==> src/hdl/rcfu_pkg.sv <==
// Shared constants and field widths for the RC frame channel unpacker.
package rcfu_pkg;

   // Field widths fixed by the frame format.
   localparam int BYTE_W      = 8;
   localparam int COUNT_W     = 5;
   localparam int INDEX_W     = 4;
   localparam int VALUE_W     = 11;
   localparam int CSR_INDEX_W = 1;

   // Configuration register indexes.
   localparam logic [CSR_INDEX_W-1:0] CSR_START_MARKER = 1'b0;
   localparam logic [CSR_INDEX_W-1:0] CSR_STOP_MARKER  = 1'b1;

   // Register reset values.
   localparam logic [BYTE_W-1:0] START_MARKER_RESET = 8'hF0;
   localparam logic [BYTE_W-1:0] STOP_MARKER_RESET  = 8'h00;

   // Default frame geometry.
   localparam int FRAME_BYTES_DEF   = 22;
   localparam int CHANNEL_COUNT_DEF = 16;
   localparam int CHANNEL_BITS_DEF  = 11;

endpackage

==> src/hdl/rcfu_unpack.sv <==
// Bit-serial channel extractor: walks the frame one bit per cycle, waiting on
// a stalled output, and delivers one channel value per output transfer.
module rcfu_unpack #(
   parameter int CHANNEL_COUNT = rcfu_pkg::CHANNEL_COUNT_DEF,
   parameter int CHANNEL_BITS  = rcfu_pkg::CHANNEL_BITS_DEF,
   parameter int POS_W         = 8
) (
   input  logic                        clock,
   input  logic                        reset,
   input  logic                        start,
   input  logic                        frame_bit,
   output logic [POS_W-1:0]            bit_pos,
   output logic                        busy,
   output logic                        rsp_valid,
   input  logic                        rsp_stall,
   output logic [rcfu_pkg::INDEX_W-1:0] rsp_channel_index,
   output logic [rcfu_pkg::VALUE_W-1:0] rsp_channel_value,
   output logic                        rsp_last_channel
);
   import rcfu_pkg::*;

   localparam int BC_W = (CHANNEL_BITS > 1) ? $clog2(CHANNEL_BITS) : 1;

   localparam logic [1:0] ST_IDLE  = 2'd0;
   localparam logic [1:0] ST_SHIFT = 2'd1;
   localparam logic [1:0] ST_PUSH  = 2'd2;

   logic [1:0]         state_ff, state_in;
   logic [POS_W-1:0]   pos_ff, pos_in;
   logic [BC_W-1:0]    bit_cnt_ff, bit_cnt_in;
   logic [INDEX_W-1:0] chan_ff, chan_in;
   logic [VALUE_W-1:0] acc_ff, acc_in;
   logic               out_valid_ff, out_valid_in;
   logic [INDEX_W-1:0] out_index_ff, out_index_in;
   logic [VALUE_W-1:0] out_value_ff, out_value_in;
   logic               out_last_ff, out_last_in;
   logic               out_free;
   logic               chan_last;

   assign out_free  = !out_valid_ff || !rsp_stall;
   assign chan_last = (chan_ff == INDEX_W'(CHANNEL_COUNT - 1));

   // Sequencer: shift in one channel, then hand it to the output register.
   always_comb begin
      state_in     = state_ff;
      pos_in       = pos_ff;
      bit_cnt_in   = bit_cnt_ff;
      chan_in      = chan_ff;
      acc_in       = acc_ff;
      out_valid_in = out_valid_ff && rsp_stall;
      out_index_in = out_index_ff;
      out_value_in = out_value_ff;
      out_last_in  = out_last_ff;
      unique case (state_ff)
         ST_IDLE: begin
            if (start) begin
               state_in   = ST_SHIFT;
               pos_in     = '0;
               bit_cnt_in = '0;
               chan_in    = '0;
               acc_in     = '0;
            end
         end
         ST_SHIFT: begin
            // Wider channels keep only the low value bits as they shift.
            acc_in     = {acc_ff[VALUE_W-2:0], frame_bit};
            pos_in     = pos_ff + POS_W'(1);
            bit_cnt_in = bit_cnt_ff + BC_W'(1);
            if (bit_cnt_ff == BC_W'(CHANNEL_BITS - 1)) begin
               state_in = ST_PUSH;
            end
         end
         ST_PUSH: begin
            if (out_free) begin
               out_valid_in = 1'b1;
               out_index_in = chan_ff;
               out_value_in = acc_ff;
               out_last_in  = chan_last;
               acc_in       = '0;
               bit_cnt_in   = '0;
               chan_in      = chan_ff + INDEX_W'(1);
               state_in     = chan_last ? ST_IDLE : ST_SHIFT;
            end
         end
         default: begin
            state_in = ST_IDLE;
         end
      endcase
   end

   // Control registers.
   always_ff @(posedge clock) begin
      if (reset) begin
         state_ff     <= ST_IDLE;
         out_valid_ff <= 1'b0;
      end else begin
         state_ff     <= state_in;
         out_valid_ff <= out_valid_in;
      end
   end

   // Datapath registers.
   always_ff @(posedge clock) begin
      pos_ff       <= pos_in;
      bit_cnt_ff   <= bit_cnt_in;
      chan_ff      <= chan_in;
      acc_ff       <= acc_in;
      out_index_ff <= out_index_in;
      out_value_ff <= out_value_in;
      out_last_ff  <= out_last_in;
   end

   // The next position goes out so that the registered store read lines up
   // with pos_ff in the following cycle.
   assign bit_pos           = pos_in;
   assign busy              = (state_ff != ST_IDLE);
   assign rsp_valid         = out_valid_ff;
   assign rsp_channel_index = out_index_ff;
   assign rsp_channel_value = out_value_ff;
   assign rsp_last_channel  = out_last_ff;

endmodule

==> src/hdl/rc_frame_channel_unpacker.sv <==
// Top level of the RC frame channel unpacker: byte capture, markers, decode.
//
// Usage: received bytes arrive on the req_ channel, one per transfer. A byte
// equal to the start marker clears the byte count; any other non-stop byte is
// stored at the count, which saturates one past FRAME_BYTES so that overlong
// frames are rejected. A stop byte with exactly FRAME_BYTES bytes held starts
// a decode: the frame is read as an MSB-first bit string and CHANNEL_COUNT
// channels of CHANNEL_BITS bits leave on the rsp_ channel, in order, with
// rsp_last_channel set on the final one.
// A decode walks the frame one bit per cycle through a single shift
// accumulator, pausing after each channel's CHANNEL_BITS bits to load it
// into the output register; the first channel follows the stop byte once
// its bits are shifted in. req_stall stays high while a decode runs.
// A stalled receiver holds the current channel in the output register,
// and the decode pauses before loading the next channel until it is taken.
// Reset clears the byte count and output valid, sets the markers (start 0xF0,
// stop 0x00). The csr_ port is always ready; write it only while idle.
module rc_frame_channel_unpacker #(
   parameter int FRAME_BYTES   = rcfu_pkg::FRAME_BYTES_DEF,
   parameter int CHANNEL_COUNT = rcfu_pkg::CHANNEL_COUNT_DEF,
   parameter int CHANNEL_BITS  = rcfu_pkg::CHANNEL_BITS_DEF
) (
   input  logic                            clock,
   input  logic                            reset,
   input  logic                            req_valid,
   output logic                            req_stall,
   input  logic [rcfu_pkg::BYTE_W-1:0]     req_rx_byte,
   output logic                            rsp_valid,
   input  logic                            rsp_stall,
   output logic [rcfu_pkg::INDEX_W-1:0]    rsp_channel_index,
   output logic [rcfu_pkg::VALUE_W-1:0]    rsp_channel_value,
   output logic                            rsp_last_channel,
   input  logic                            csr_valid,
   output logic                            csr_ready,
   input  logic [rcfu_pkg::CSR_INDEX_W-1:0] csr_index,
   input  logic [rcfu_pkg::BYTE_W-1:0]     csr_data
);
   import rcfu_pkg::*;

   localparam int TOTAL_BITS = CHANNEL_COUNT * CHANNEL_BITS;
   localparam int POS_W      = ($clog2(TOTAL_BITS) > 3) ? $clog2(TOTAL_BITS) : 4;
   localparam int IDX_W      = $clog2(FRAME_BYTES);

   logic [BYTE_W-1:0]  start_marker_ff, start_marker_in;
   logic [BYTE_W-1:0]  stop_marker_ff, stop_marker_in;
   logic [COUNT_W-1:0] count_ff, count_in;
   logic [BYTE_W-1:0]  store_ff [FRAME_BYTES];

   logic               req_xfer;
   logic               hit_start;
   logic               hit_stop;
   logic               store_wr;
   logic               decode_start;
   logic               busy;
   logic [POS_W-1:0]   bit_pos;
   logic [POS_W-4:0]   byte_sel;
   logic               frame_bit_ff;

   assign req_xfer  = req_valid && !req_stall;
   assign req_stall = busy;
   assign csr_ready = 1'b1;
   assign hit_start = (req_rx_byte == start_marker_ff);
   assign hit_stop  = (req_rx_byte == stop_marker_ff);

   // Configuration writes.
   always_comb begin
      start_marker_in = start_marker_ff;
      stop_marker_in  = stop_marker_ff;
      if (csr_valid && csr_ready) begin
         unique case (csr_index)
            CSR_START_MARKER: start_marker_in = csr_data;
            CSR_STOP_MARKER:  stop_marker_in  = csr_data;
            default:          start_marker_in = start_marker_ff;
         endcase
      end
   end

   // Byte classification; the start marker wins when both markers match.
   always_comb begin
      count_in     = count_ff;
      store_wr     = 1'b0;
      decode_start = 1'b0;
      if (req_xfer) begin
         priority if (hit_start) begin
            count_in = '0;
         end else if (!hit_stop) begin
            if (count_ff < COUNT_W'(FRAME_BYTES)) begin
               store_wr = 1'b1;
               count_in = count_ff + COUNT_W'(1);
            end else begin
               count_in = COUNT_W'(FRAME_BYTES + 1);
            end
         end else begin
            decode_start = (count_ff == COUNT_W'(FRAME_BYTES));
         end
      end
   end

   // Control registers.
   always_ff @(posedge clock) begin
      if (reset) begin
         start_marker_ff <= START_MARKER_RESET;
         stop_marker_ff  <= STOP_MARKER_RESET;
         count_ff        <= '0;
      end else begin
         start_marker_ff <= start_marker_in;
         stop_marker_ff  <= stop_marker_in;
         count_ff        <= count_in;
      end
   end

   // Frame store, written at the byte count.
   always_ff @(posedge clock) begin
      if (store_wr) begin
         store_ff[count_ff[IDX_W-1:0]] <= req_rx_byte;
      end
   end

   // Bit picker, read at the clock edge: bits past the end of the frame read as zero.
   assign byte_sel = bit_pos[POS_W-1:3];
   always_ff @(posedge clock) begin
      if (byte_sel < FRAME_BYTES) begin
         frame_bit_ff <= store_ff[IDX_W'(byte_sel)][3'd7 - bit_pos[2:0]];
      end else begin
         frame_bit_ff <= 1'b0;
      end
   end

   rcfu_unpack #(
      .CHANNEL_COUNT (CHANNEL_COUNT),
      .CHANNEL_BITS  (CHANNEL_BITS),
      .POS_W         (POS_W)
   ) u_unpack (
      .clock             (clock),
      .reset             (reset),
      .start             (decode_start),
      .frame_bit         (frame_bit_ff),
      .bit_pos           (bit_pos),
      .busy              (busy),
      .rsp_valid         (rsp_valid),
      .rsp_stall         (rsp_stall),
      .rsp_channel_index (rsp_channel_index),
      .rsp_channel_value (rsp_channel_value),
      .rsp_last_channel  (rsp_last_channel)
   );

endmodule
==> config.mk <==
export PLATFORM = sky130hd
export DESIGN_NAME = rc_frame_channel_unpacker
export DESIGN_NICKNAME = d
export VERILOG_FILES = /design/src/hdl/rcfu_pkg.sv /design/src/hdl/rcfu_unpack.sv /design/src/hdl/rc_frame_channel_unpacker.sv
export SDC_FILE = /design/constraint.sdc
export NUM_CORES = 1
export LEC_CHECK = 0
export ABC_AREA = 1
export BUFFER_PORTS_ARGS = -buffer_cell sky130_fd_sc_hd__buf_2
export CORE_ASPECT_RATIO = 0.9
export CORE_MARGIN = 3
export CORE_UTILIZATION = 51
export DETAILED_ROUTE_END_ITERATION = 8
export PLACE_DENSITY = 0.76
export SYNTH_ARGS = -nofsm -noshare
export SYNTH_HDL_FRONTEND = slang
export SYNTH_SLANG_ARGS = --single-unit
==> constraint.sdc <==
create_clock -name clock -period 2.97 [get_ports clock]
set_input_delay 0.594 -clock clock [delete_from_list [all_inputs] [get_ports clock]]
set_output_delay 0.594 -clock clock [all_outputs]
set_load 0.01 [all_outputs]
==> results of run 1 <==
[cells in the final DEF (no fill, tap or decap), drive strengths merged]
master | synthesis | layout
a2111oi | 1 | 1
a211oi | 1 | 1
a21boi | 2 | 2
a21oi | 32 | 32
a31oi | 1 | 1
and3 | 1 | 1
buf | 28 | 98
bufinv | 0 | 3
clkbuf | 11 | 31
clkinv | 0 | 8
clkinvlp | 0 | 1
conb | 1 | 1
dfxtp | 33 | 33
edfxtp | 211 | 211
ha | 8 | 8
inv | 142 | 144
nand2 | 216 | 216
nand3 | 142 | 142
nand3b | 28 | 28
nor2 | 97 | 97
nor3 | 6 | 6
nor3b | 1 | 1
nor4 | 1 | 1
o211ai | 11 | 11
o21ai | 39 | 39
o22ai | 2 | 2
or2 | 2 | 2
xnor2 | 9 | 9
xor2 | 1 | 1
[cell usage after synthesis (all sizes together), types with 2 or more instances]
cell	number	area share (%)
nand3b	28	2.0
xnor2	9	0.74
o22ai	2	0.18
a21oi	32	1.6
dfxtp	33	6.2
clkbuf	11	0.39
ha	8	0.94
nand3	142	6.7
o21ai	39	1.9
o211ai	11	0.77
inv	142	5.0
nor2	97	3.5
edfxtp	211	59
a21boi	2	0.28
or2	2	0.12
nand2	216	8.0
nor3	6	0.28
buf	28	1.5
[cell families after synthesis]
kind of cell | after synthesis | synth area share, %
compound gates | 89 | 4.94
simple gates | 494 | 20.9
other cells | 1 | 0.0351
buf+inv | 181 | 6.88
flops | 244 | 65.5
xor+xnor | 10 | 0.820
fa+ha+maj | 8 | 0.937
[per-stage QoR]
step / hold WS, ps / setup TNS (ps)
floorplan: 400 / 0
global placement: 401 / -20.4
detailed placement: 419 / -49.2
CTS: 291 / 0
global route: 308 / 0
finish: 304 / 0
[state kept, by name (all words and copies together) (netlist names)]
| signal | flops |
|---|---|
| u_unpack.pos_ff | 8 |
| start_marker_ff | 8 |
| count_ff | 5 |
| u_unpack.rsp_valid | 1 |
| u_unpack.bit_cnt_ff | 4 |
| u_unpack.rsp_last_channel | 1 |
| u_unpack.state_ff | 2 |
| frame_bit_ff | 1 |
| u_unpack.rsp_channel_value | 11 |
| u_unpack.rsp_channel_index | 4 |
| store_ff | 176 |
| u_unpack.acc_ff | 11 |
| u_unpack.chan_ff | 4 |
| stop_marker_ff | 8 |
[area by class of cell]
cell class | instances | area [µm²] | share of cell area [%]
tap | 280 | 350 | 2.82
clock buffer | 31 | 648 | 5.22
multi-input combinational | 602 | 2950 | 23.7
inverter | 142 | 533 | 4.29
sequential | 244 | 7000 | 56.3
timing repair buffer | 98 | 788 | 6.35
clock inverter | 14 | 155 | 1.25
[worst max path at each step]
stage                                 startpoint  slack [ps]  cells after the start                      end
2_1_floorplan                     req_rx_byte[7]         530                     21  frame_bit_ff$_SDFF_PP0_
3_3_place_gp                      req_rx_byte[2]         -20                     22  frame_bit_ff$_SDFF_PP0_
3_5_place_dp                      req_rx_byte[6]         -50                     23  frame_bit_ff$_SDFF_PP0_
4_1_cts        u_unpack.state_ff[1]$_SDFFE_PP0P_         270                     20  frame_bit_ff$_SDFF_PP0_
5_1_grt        u_unpack.state_ff[1]$_SDFFE_PP0P_           3                     19  frame_bit_ff$_SDFF_PP0_
6_report       u_unpack.state_ff[1]$_SDFFE_PP0P_         240                     19  frame_bit_ff$_SDFF_PP0_
[metal layers]
metal | up-vias | track usage [%]
met5 | - | 0
met4 | 0 | 5.34
met3 | 47 | 4.06
met2 | 283 | 35.6
met1 | 3524 | 28.5
li1 | 3609 | -
[where the power goes]
| part | internal, mW | total (mW) | switching (mW) |
|---|---|---|---|
| clock network | 1.82 | 3.08 | 1.26 |
| logic | 0.889 | 2.38 | 1.49 |
| registers | 3.85 | 3.95 | 0.0941 |
| total | 6.56 | 9.40 | 2.85 |
[critical path, cell delays in order (launching register included)]
cell and delay (ps):
sky130_fd_sc_hd__dfxtp_1 360, sky130_fd_sc_hd__nor2_4 170, sky130_fd_sc_hd__nand2_1 190, sky130_fd_sc_hd__nor3b_2 220, sky130_fd_sc_hd__nand3_2 180, sky130_fd_sc_hd__nand2_4 140
sky130_fd_sc_hd__nand2_8 90, sky130_fd_sc_hd__nand2_1 100, sky130_fd_sc_hd__nand2_1 130, sky130_fd_sc_hd__buf_12 210, sky130_fd_sc_hd__nand3_1 100, sky130_fd_sc_hd__nand3_1 110
sky130_fd_sc_hd__nand3_1 170, sky130_fd_sc_hd__nand3_1 100, sky130_fd_sc_hd__nand2_1 60, sky130_fd_sc_hd__nand3_1 70, sky130_fd_sc_hd__nand2_1 80, sky130_fd_sc_hd__nand2_1 50
sky130_fd_sc_hd__nand2_1 60, sky130_fd_sc_hd__nor2_1 30
==> metrics.log, run 1 <==
[metrics] number of unique standard cell types used by synthesis: 42
[metrics] arrival time reported for the critical path endpoint: around 3200 ps
[metrics] die height: 143 µm
[metrics] mean area per synthesized cell: between 10 and 15 µm²
[metrics] CP Data Required Time: 3380 ps
[metrics] fraction of the core area covered by cells at the end of the flow: roughly three fifths
[metrics] met1 wire length: between 9000 and 10000 µm
[metrics] fill cell count: around 1600
[metrics] Hold Buf Count CTS: 0
[metrics] top layer in use: met4
[metrics] RSZ-0062 raised after global routing: no
[metrics] Synth Flop Type: sky130_fd_sc_hd__edfxtp_1
[metrics] full die area: around 0.023 mm²
[metrics] estimated wirelength of the detail-placed design: about 16000 µm
[metrics] number of enable-type register cells in the synthesized netlist: 211
[metrics] setup clock skew after layout: 8.97 ps
[metrics] floorplan row count: 49
[metrics] number of non-filler instances in the completed layout: ~1400
[metrics] number of remaining DRC errors: 0
[metrics] LEAKAGE: ~5.0 nW
[metrics] metal3 WL: 1740 µm
[metrics] DRC violation total after the first TritonRoute iteration: about 740
[metrics] global-route usage over all layers: 21.1%
[metrics] part of the cycle the worst path needs: between 90 and 100%
[metrics] growth of design area from synthesis to finish: 16.3%
[metrics] reg-to-reg slack, setup: ~240 ps
[metrics] effective utilization at floorplan: between 50% and 60%
[metrics] fraction of layout cells with a size suffix above 1: 13.6%
[metrics] Least-Margin Pin Slew: between 600 and 700 ps
[metrics] TritonCTS clock tree: built
[metrics] fraction of registers with async set/reset: 0%
[metrics] wire length of the first global-routing pass: approximately 38000 µm
[metrics] Bufs on Longest Clock Path: 3
[metrics] final worst path period need: ~2700 ps
[metrics] Final setup viols: 0
[metrics] number of nets at the end of the flow: approximately 1100
[metrics] outcome: complete, no violations
[metrics] top-level I/O count: 41
[metrics] number of levels the H-tree was split into: 1
[metrics] vias in the first global route: around 7200
[metrics] critical register-to-register path endpoint: frame_bit_ff$_SDFF_PP0_
[metrics] post-place instance area: roughly 0.012 mm²
[metrics] power density over the cells: 757 mW/mm²
[metrics] power after layout: 9.40 mW
[metrics] die width: 159 µm
[metrics] setup ws final: approximately 240 ps
[metrics] clock-pin slew reported for the worst setup and hold paths after clock tree synthesis: ~60 ps
[metrics] worst rel slew slack: 56.5%
[metrics] pins over their slew limit: 0
[metrics] Fin. Hold Viols: 0
[metrics] overall via count from detail_route: about 7500
[metrics] ratio of routed vias to standard cells: ~5.3
[metrics] CTS resizes: 0
[metrics] RR Startpoint: u_unpack.state_ff[1]$_SDFFE_PP0P_
[metrics] sequential cell area fraction in the yosys report: roughly two thirds
[metrics] number of warnings issued by yosys: 0
[metrics] Antenna Diode Count: 0
[metrics] routed length on met2: about 11000 µm
[metrics] count of input and output buffers: 39
[metrics] max-cap violations: 0
[metrics] maximum number of pins on one net before global-route repair: 39
[metrics] clock tree root driver cell: sky130_fd_sc_hd__clkbuf_16
[metrics] worst setup slack after placement: -49.2 ps
[metrics] Cell Area, Synth: between 0.01 and 0.015 mm²
[metrics] detailed-route wire length per cell: 16.7 µm
[metrics] Hold EP: start_marker_ff[4]$_SDFFE_PP1P_
[metrics] grt ovf: 0
[metrics] Cell Count Post-Placement: 1366
[metrics] largest voltage drop on the vdd net: around 480 µV
[metrics] Mapped Cells: 1027
[metrics] CTS buffer count: 25
[metrics] routability congestion estimate from global placement: 0.865
[metrics] startpoint of the worst hold path: csr_data[4]
[metrics] maximum fanout along the worst path: 33
[metrics] clock insertion delay at the later pin of the skew report: between 500 and 600 ps
[metrics] Hold Path Depth: 3
[metrics] total of flip-flops plus latches after synthesis: between 200 and 250
[metrics] Post-CTS Setup Bufs: 0
[metrics] crit path capture type: register
[metrics] classification of the worst setup path: reg2reg
[metrics] initial antenna violation count: 0
[metrics] final standard cell area without fillers: between 0.01 and 0.015 mm²
[metrics] Pre-antenna DRT Iters: 5
[metrics] number of clock sinks: roughly 240
[metrics] area inside the core boundary: about 0.02 mm²
[metrics] Antenna Nets Post-Route: 0
[metrics] Register-to-Register Path Depth: 19
[metrics] routed wire length: approximately 24000 µm
[metrics] net count after synthesis: 1057
[metrics] FMAX: approximately 370 MHz
[metrics] path category of the worst min-delay check: in2reg
[metrics] critical path launch point type: register
Power figures use the tool's default switching activity.
==> run 2, diff against run 1 <==
--- a/config.mk
+++ b/config.mk
@@ -11,7 +11,7 @@
 export CORE_MARGIN = 3
 export CORE_UTILIZATION = 51
 export DETAILED_ROUTE_END_ITERATION = 8
-export PLACE_DENSITY = 0.76
+export PLACE_DENSITY = 0.78
 export SYNTH_ARGS = -nofsm -noshare
 export SYNTH_HDL_FRONTEND = slang
 export SYNTH_SLANG_ARGS = --single-unit
==> run 2 against run 1 <==
  * Design area grew 0.55%
  * Worst hold slack gained 17 ps
  * Routed wire length grew 3.5%
  * Combinational power is essentially flat
  * Clock-buffer cell count grew 4
  * Sequential power is essentially flat
  * Largest cell class unchanged
==> metrics.log, run 2 (synthesis results as in run 1) <==
[metrics] buffers and inverters on the worst path: 3 (+2)
[metrics] initial antenna violation count: 1 (+1)
[metrics] FMAX: 358 MHz (-2.2%)
[metrics] Antenna Diode Count: 0 (unchanged)
[metrics] final worst path period need: 2800 ps (+62.6 ps)
[metrics] grt ovf: 0 (unchanged)
[metrics] growth of design area from synthesis to finish: 16.9%
[metrics] full die area: 0.0227 mm² (unchanged)
[metrics] part of the cycle the worst path needs: 94.1% (+2.1 points)
[metrics] Fin. Hold Viols: 0 (unchanged)
[metrics] routability congestion estimate from global placement: 0.904 (+4.5%)
[metrics] maximum number of pins on one net before global-route repair: 36 (-7.7%)
[metrics] fraction of layout cells with a size suffix above 1: 14.0% (+0.38 points)
[metrics] detailed-route wire length per cell: 17.2 µm (+3.1%)
[metrics] number of remaining DRC errors: 0 (unchanged)
[metrics] Bufs on Longest Clock Path: 3 (unchanged)
[metrics] power density over the cells: 761 mW/mm² (+0.50%)
[metrics] worst rel slew slack: 60.9% (+4.4 points)
[metrics] arrival time reported for the critical path endpoint: 3240 ps (+90 ps)
[metrics] Hold Path Depth: 3 (unchanged)
[metrics] die width: 159 µm (unchanged)
[metrics] top-level I/O count: 41 (unchanged)
[metrics] biggest cell delay along the critical path: 380 ps (+20 ps)
[metrics] RR Startpoint: u_unpack.state_ff[1]$_SDFFE_PP0P_
[metrics] wire length of the first global-routing pass: 38600 µm (+2.8%)
[metrics] fraction of the core area covered by cells at the end of the flow: 61.5% (+0.34 points)
[metrics] Final setup viols: 0 (unchanged)
[metrics] CP Data Required Time: 3410 ps (+30 ps)
[metrics] area inside the core boundary: 0.0203 mm² (unchanged)
[metrics] number of nets at the end of the flow: 1149 (+0.52%)
[metrics] pins over their slew limit: 0 (unchanged)
[metrics] outcome: complete, no violations
[metrics] Cell Count Post-Placement: 1368 (+0.15%)
[metrics] Largest register FFs: 176 (unchanged)
[metrics] DRC violation total after the first TritonRoute iteration: 674 (-8.8%)
[metrics] clock insertion delay at the later pin of the skew report: 510 ps (about the same)
[metrics] final standard cell area without fillers: 0.0125 mm² (+0.55%)
[metrics] reg-to-reg slack, setup: 170 ps (-60 ps)
[metrics] Antenna Nets Post-Route: 0 (unchanged)
[metrics] Pre-antenna DRT Iters: 5 (unchanged)
[metrics] number of non-filler instances in the completed layout: 1416 (+0.35%)
[metrics] startpoint of the worst hold path: csr_data[4]
[metrics] RSZ-0062 raised after global routing: no
[metrics] routed wire length: 24400 µm (+3.5%)
[metrics] critical path launch point type: register
[metrics] most common library cell in the layout ignoring fill and taps: sky130_fd_sc_hd__nand2_1
[metrics] number of levels the H-tree was split into: 1 (unchanged)
[metrics] effective utilization at floorplan: 52.6% (unchanged)
[metrics] launch point of the critical path: u_unpack.state_ff[1]$_SDFFE_PP0P_
[metrics] global-route usage over all layers: 21.8% (+0.70 points)
[metrics] most numerous cell on the critical path: sky130_fd_sc_hd__nand2_1
[metrics] path category of the worst min-delay check: in2reg
[metrics] CP top delay family: simple AND/OR/NAND/NOR gates
[metrics] count of input and output buffers: 39 (unchanged)
[metrics] leading cell types in the layout, fill and taps excluded: 212 x sky130_fd_sc_hd__nand2_1, 211 x sky130_fd_sc_hd__edfxtp_1, 141 x sky130_fd_sc_hd__nand3_1
[metrics] crit path capture type: register
[metrics] clock-pin slew reported for the worst setup and hold paths after clock tree synthesis: 60 ps (about the same)
[metrics] critical register-to-register path endpoint: frame_bit_ff$_SDFF_PP0_
[metrics] Slowest-stage cell, CP: sky130_fd_sc_hd__dfxtp_1
[metrics] Worst Hold Margin: 320 ps (+16.5 ps)
[metrics] TritonCTS clock tree: built
[metrics] LEAKAGE: 5.07 nW (+0.77%)
[metrics] largest voltage drop on the vdd net: 492 µV (+2.1%)
[metrics] ratio of routed vias to standard cells: 5.39 (+1.8%)
[metrics] CTS buffer count: 25 (unchanged)
[metrics] Register-to-Register Path Depth: 19 (unchanged)
[metrics] vias in the first global route: 7386 (+2.0%)
[metrics] setup clock skew after layout: 10.5 ps (+1.51 ps)
[metrics] die height: 143 µm (unchanged)
[metrics] critical path, cell by cell: nor2_4 -> nand2_1 -> nor3b_2 -> nand3_2 -> nand2_4 -> nand2_8 -> buf_4 -> a21oi_4 -> inv_2 -> buf_4 -> nand3_1 -> nand3_1 -> nand3_1 -> nand2_1 -> nand2_1 -> nand2_1 -> nand2_1 -> nor2_1 -> nor2_1
[metrics] floorplan row count: 49 (unchanged)
[metrics] overall via count from detail_route: 7626 (+2.2%)
[metrics] maximum fanout along the worst path: 9 (-73%)
[metrics] clock tree root driver cell: sky130_fd_sc_hd__clkbuf_16
[metrics] Hold EP: start_marker_ff[4]$_SDFFE_PP1P_
[metrics] power after layout: 9.50 mW (+1.1%)
[metrics] estimated wirelength of the detail-placed design: 15900 µm (+1.8%)
[metrics] Least-Margin Pin Slew: 585 ps (-61.6 ps)
[metrics] classification of the worst setup path: reg2reg
[metrics] number of clock sinks: 244 (unchanged)
[metrics] max-cap violations: 0 (unchanged)
[metrics] post-place instance area: 0.0116 mm² (about the same)
==> run 2: cell count changes in the layout (fill, tap and decap cells not counted), moves of 2 or more <==
cell / previous run / this run
sky130_fd_sc_hd__clkinv_2: 6 / 2
sky130_fd_sc_hd__buf_4: 47 / 55
sky130_fd_sc_hd__buf_12: 12 / 10
sky130_fd_sc_hd__clkbuf_8: 0 / 5
==> run 2: how the worst max path moves through the flow <==
stage                              end  slack [ps]  cells after the start
6_report       frame_bit_ff$_SDFF_PP0_         170                     19
5_1_grt        frame_bit_ff$_SDFF_PP0_           4                     19
4_1_cts        frame_bit_ff$_SDFF_PP0_         180                     17
3_5_place_dp   frame_bit_ff$_SDFF_PP0_        -110                     23
3_3_place_gp   frame_bit_ff$_SDFF_PP0_         -70                     23
2_1_floorplan  frame_bit_ff$_SDFF_PP0_         530                     21
==> run 2: cell type report <==
class | instances | area [µm²]
flip-flops and latches | 244 | 7000
clock inverters | 9 | 119
multi-input cells | 602 | 2970
repair buffers | 104 | 808
inverters | 142 | 533
well taps | 280 | 350
fillers | 1587 | 7800
clock buffers | 35 | 713
==> run 2: repair_timing <==
action | CTS | global route
setup buffers | 0 | 4
hold buffers | 0 | 0
hold endpoints to repair | 0 | 0
setup endpoints to repair | 0 | 1
resized for setup | 0 | 3
==> run 2: worst min-delay path: stages <==
cell	delay (ps)
sky130_fd_sc_hd__buf_2	90
sky130_fd_sc_hd__nand2_1	50
sky130_fd_sc_hd__nand3_1	70
==> run 2: metal layers <==
metal	track usage, %	vias to the layer above	wire, µm
li1	-	3623	-
met1	29.1	3618	9740
met2	37.0	330	12000
met3	3.52	55	1900
met4	6.75	0	666
met5	0	-	0
==> run 2: report_power, final <==
| group | total, mW | leakage, nW | switching (mW) | internal, mW |
|---|---|---|---|---|
| Sequential | 3.95 | 2.17 | 0.0949 | 3.85 |
| Clock | 3.15 | 0.405 | 1.23 | 1.92 |
| Combinational | 2.41 | 2.49 | 1.52 | 0.884 |
==> run 2: per-stage QoR <==
| stage | TNS, ps | setup slack (ps) |
|---|---|---|
| floorplan | 0 | 527 |
| global placement | -72.5 | -72.5 |
| detailed placement | -115 | -115 |
| CTS | 0 | 179 |
| global route | 0 | 4.34 |
| finish | 0 | 175 |
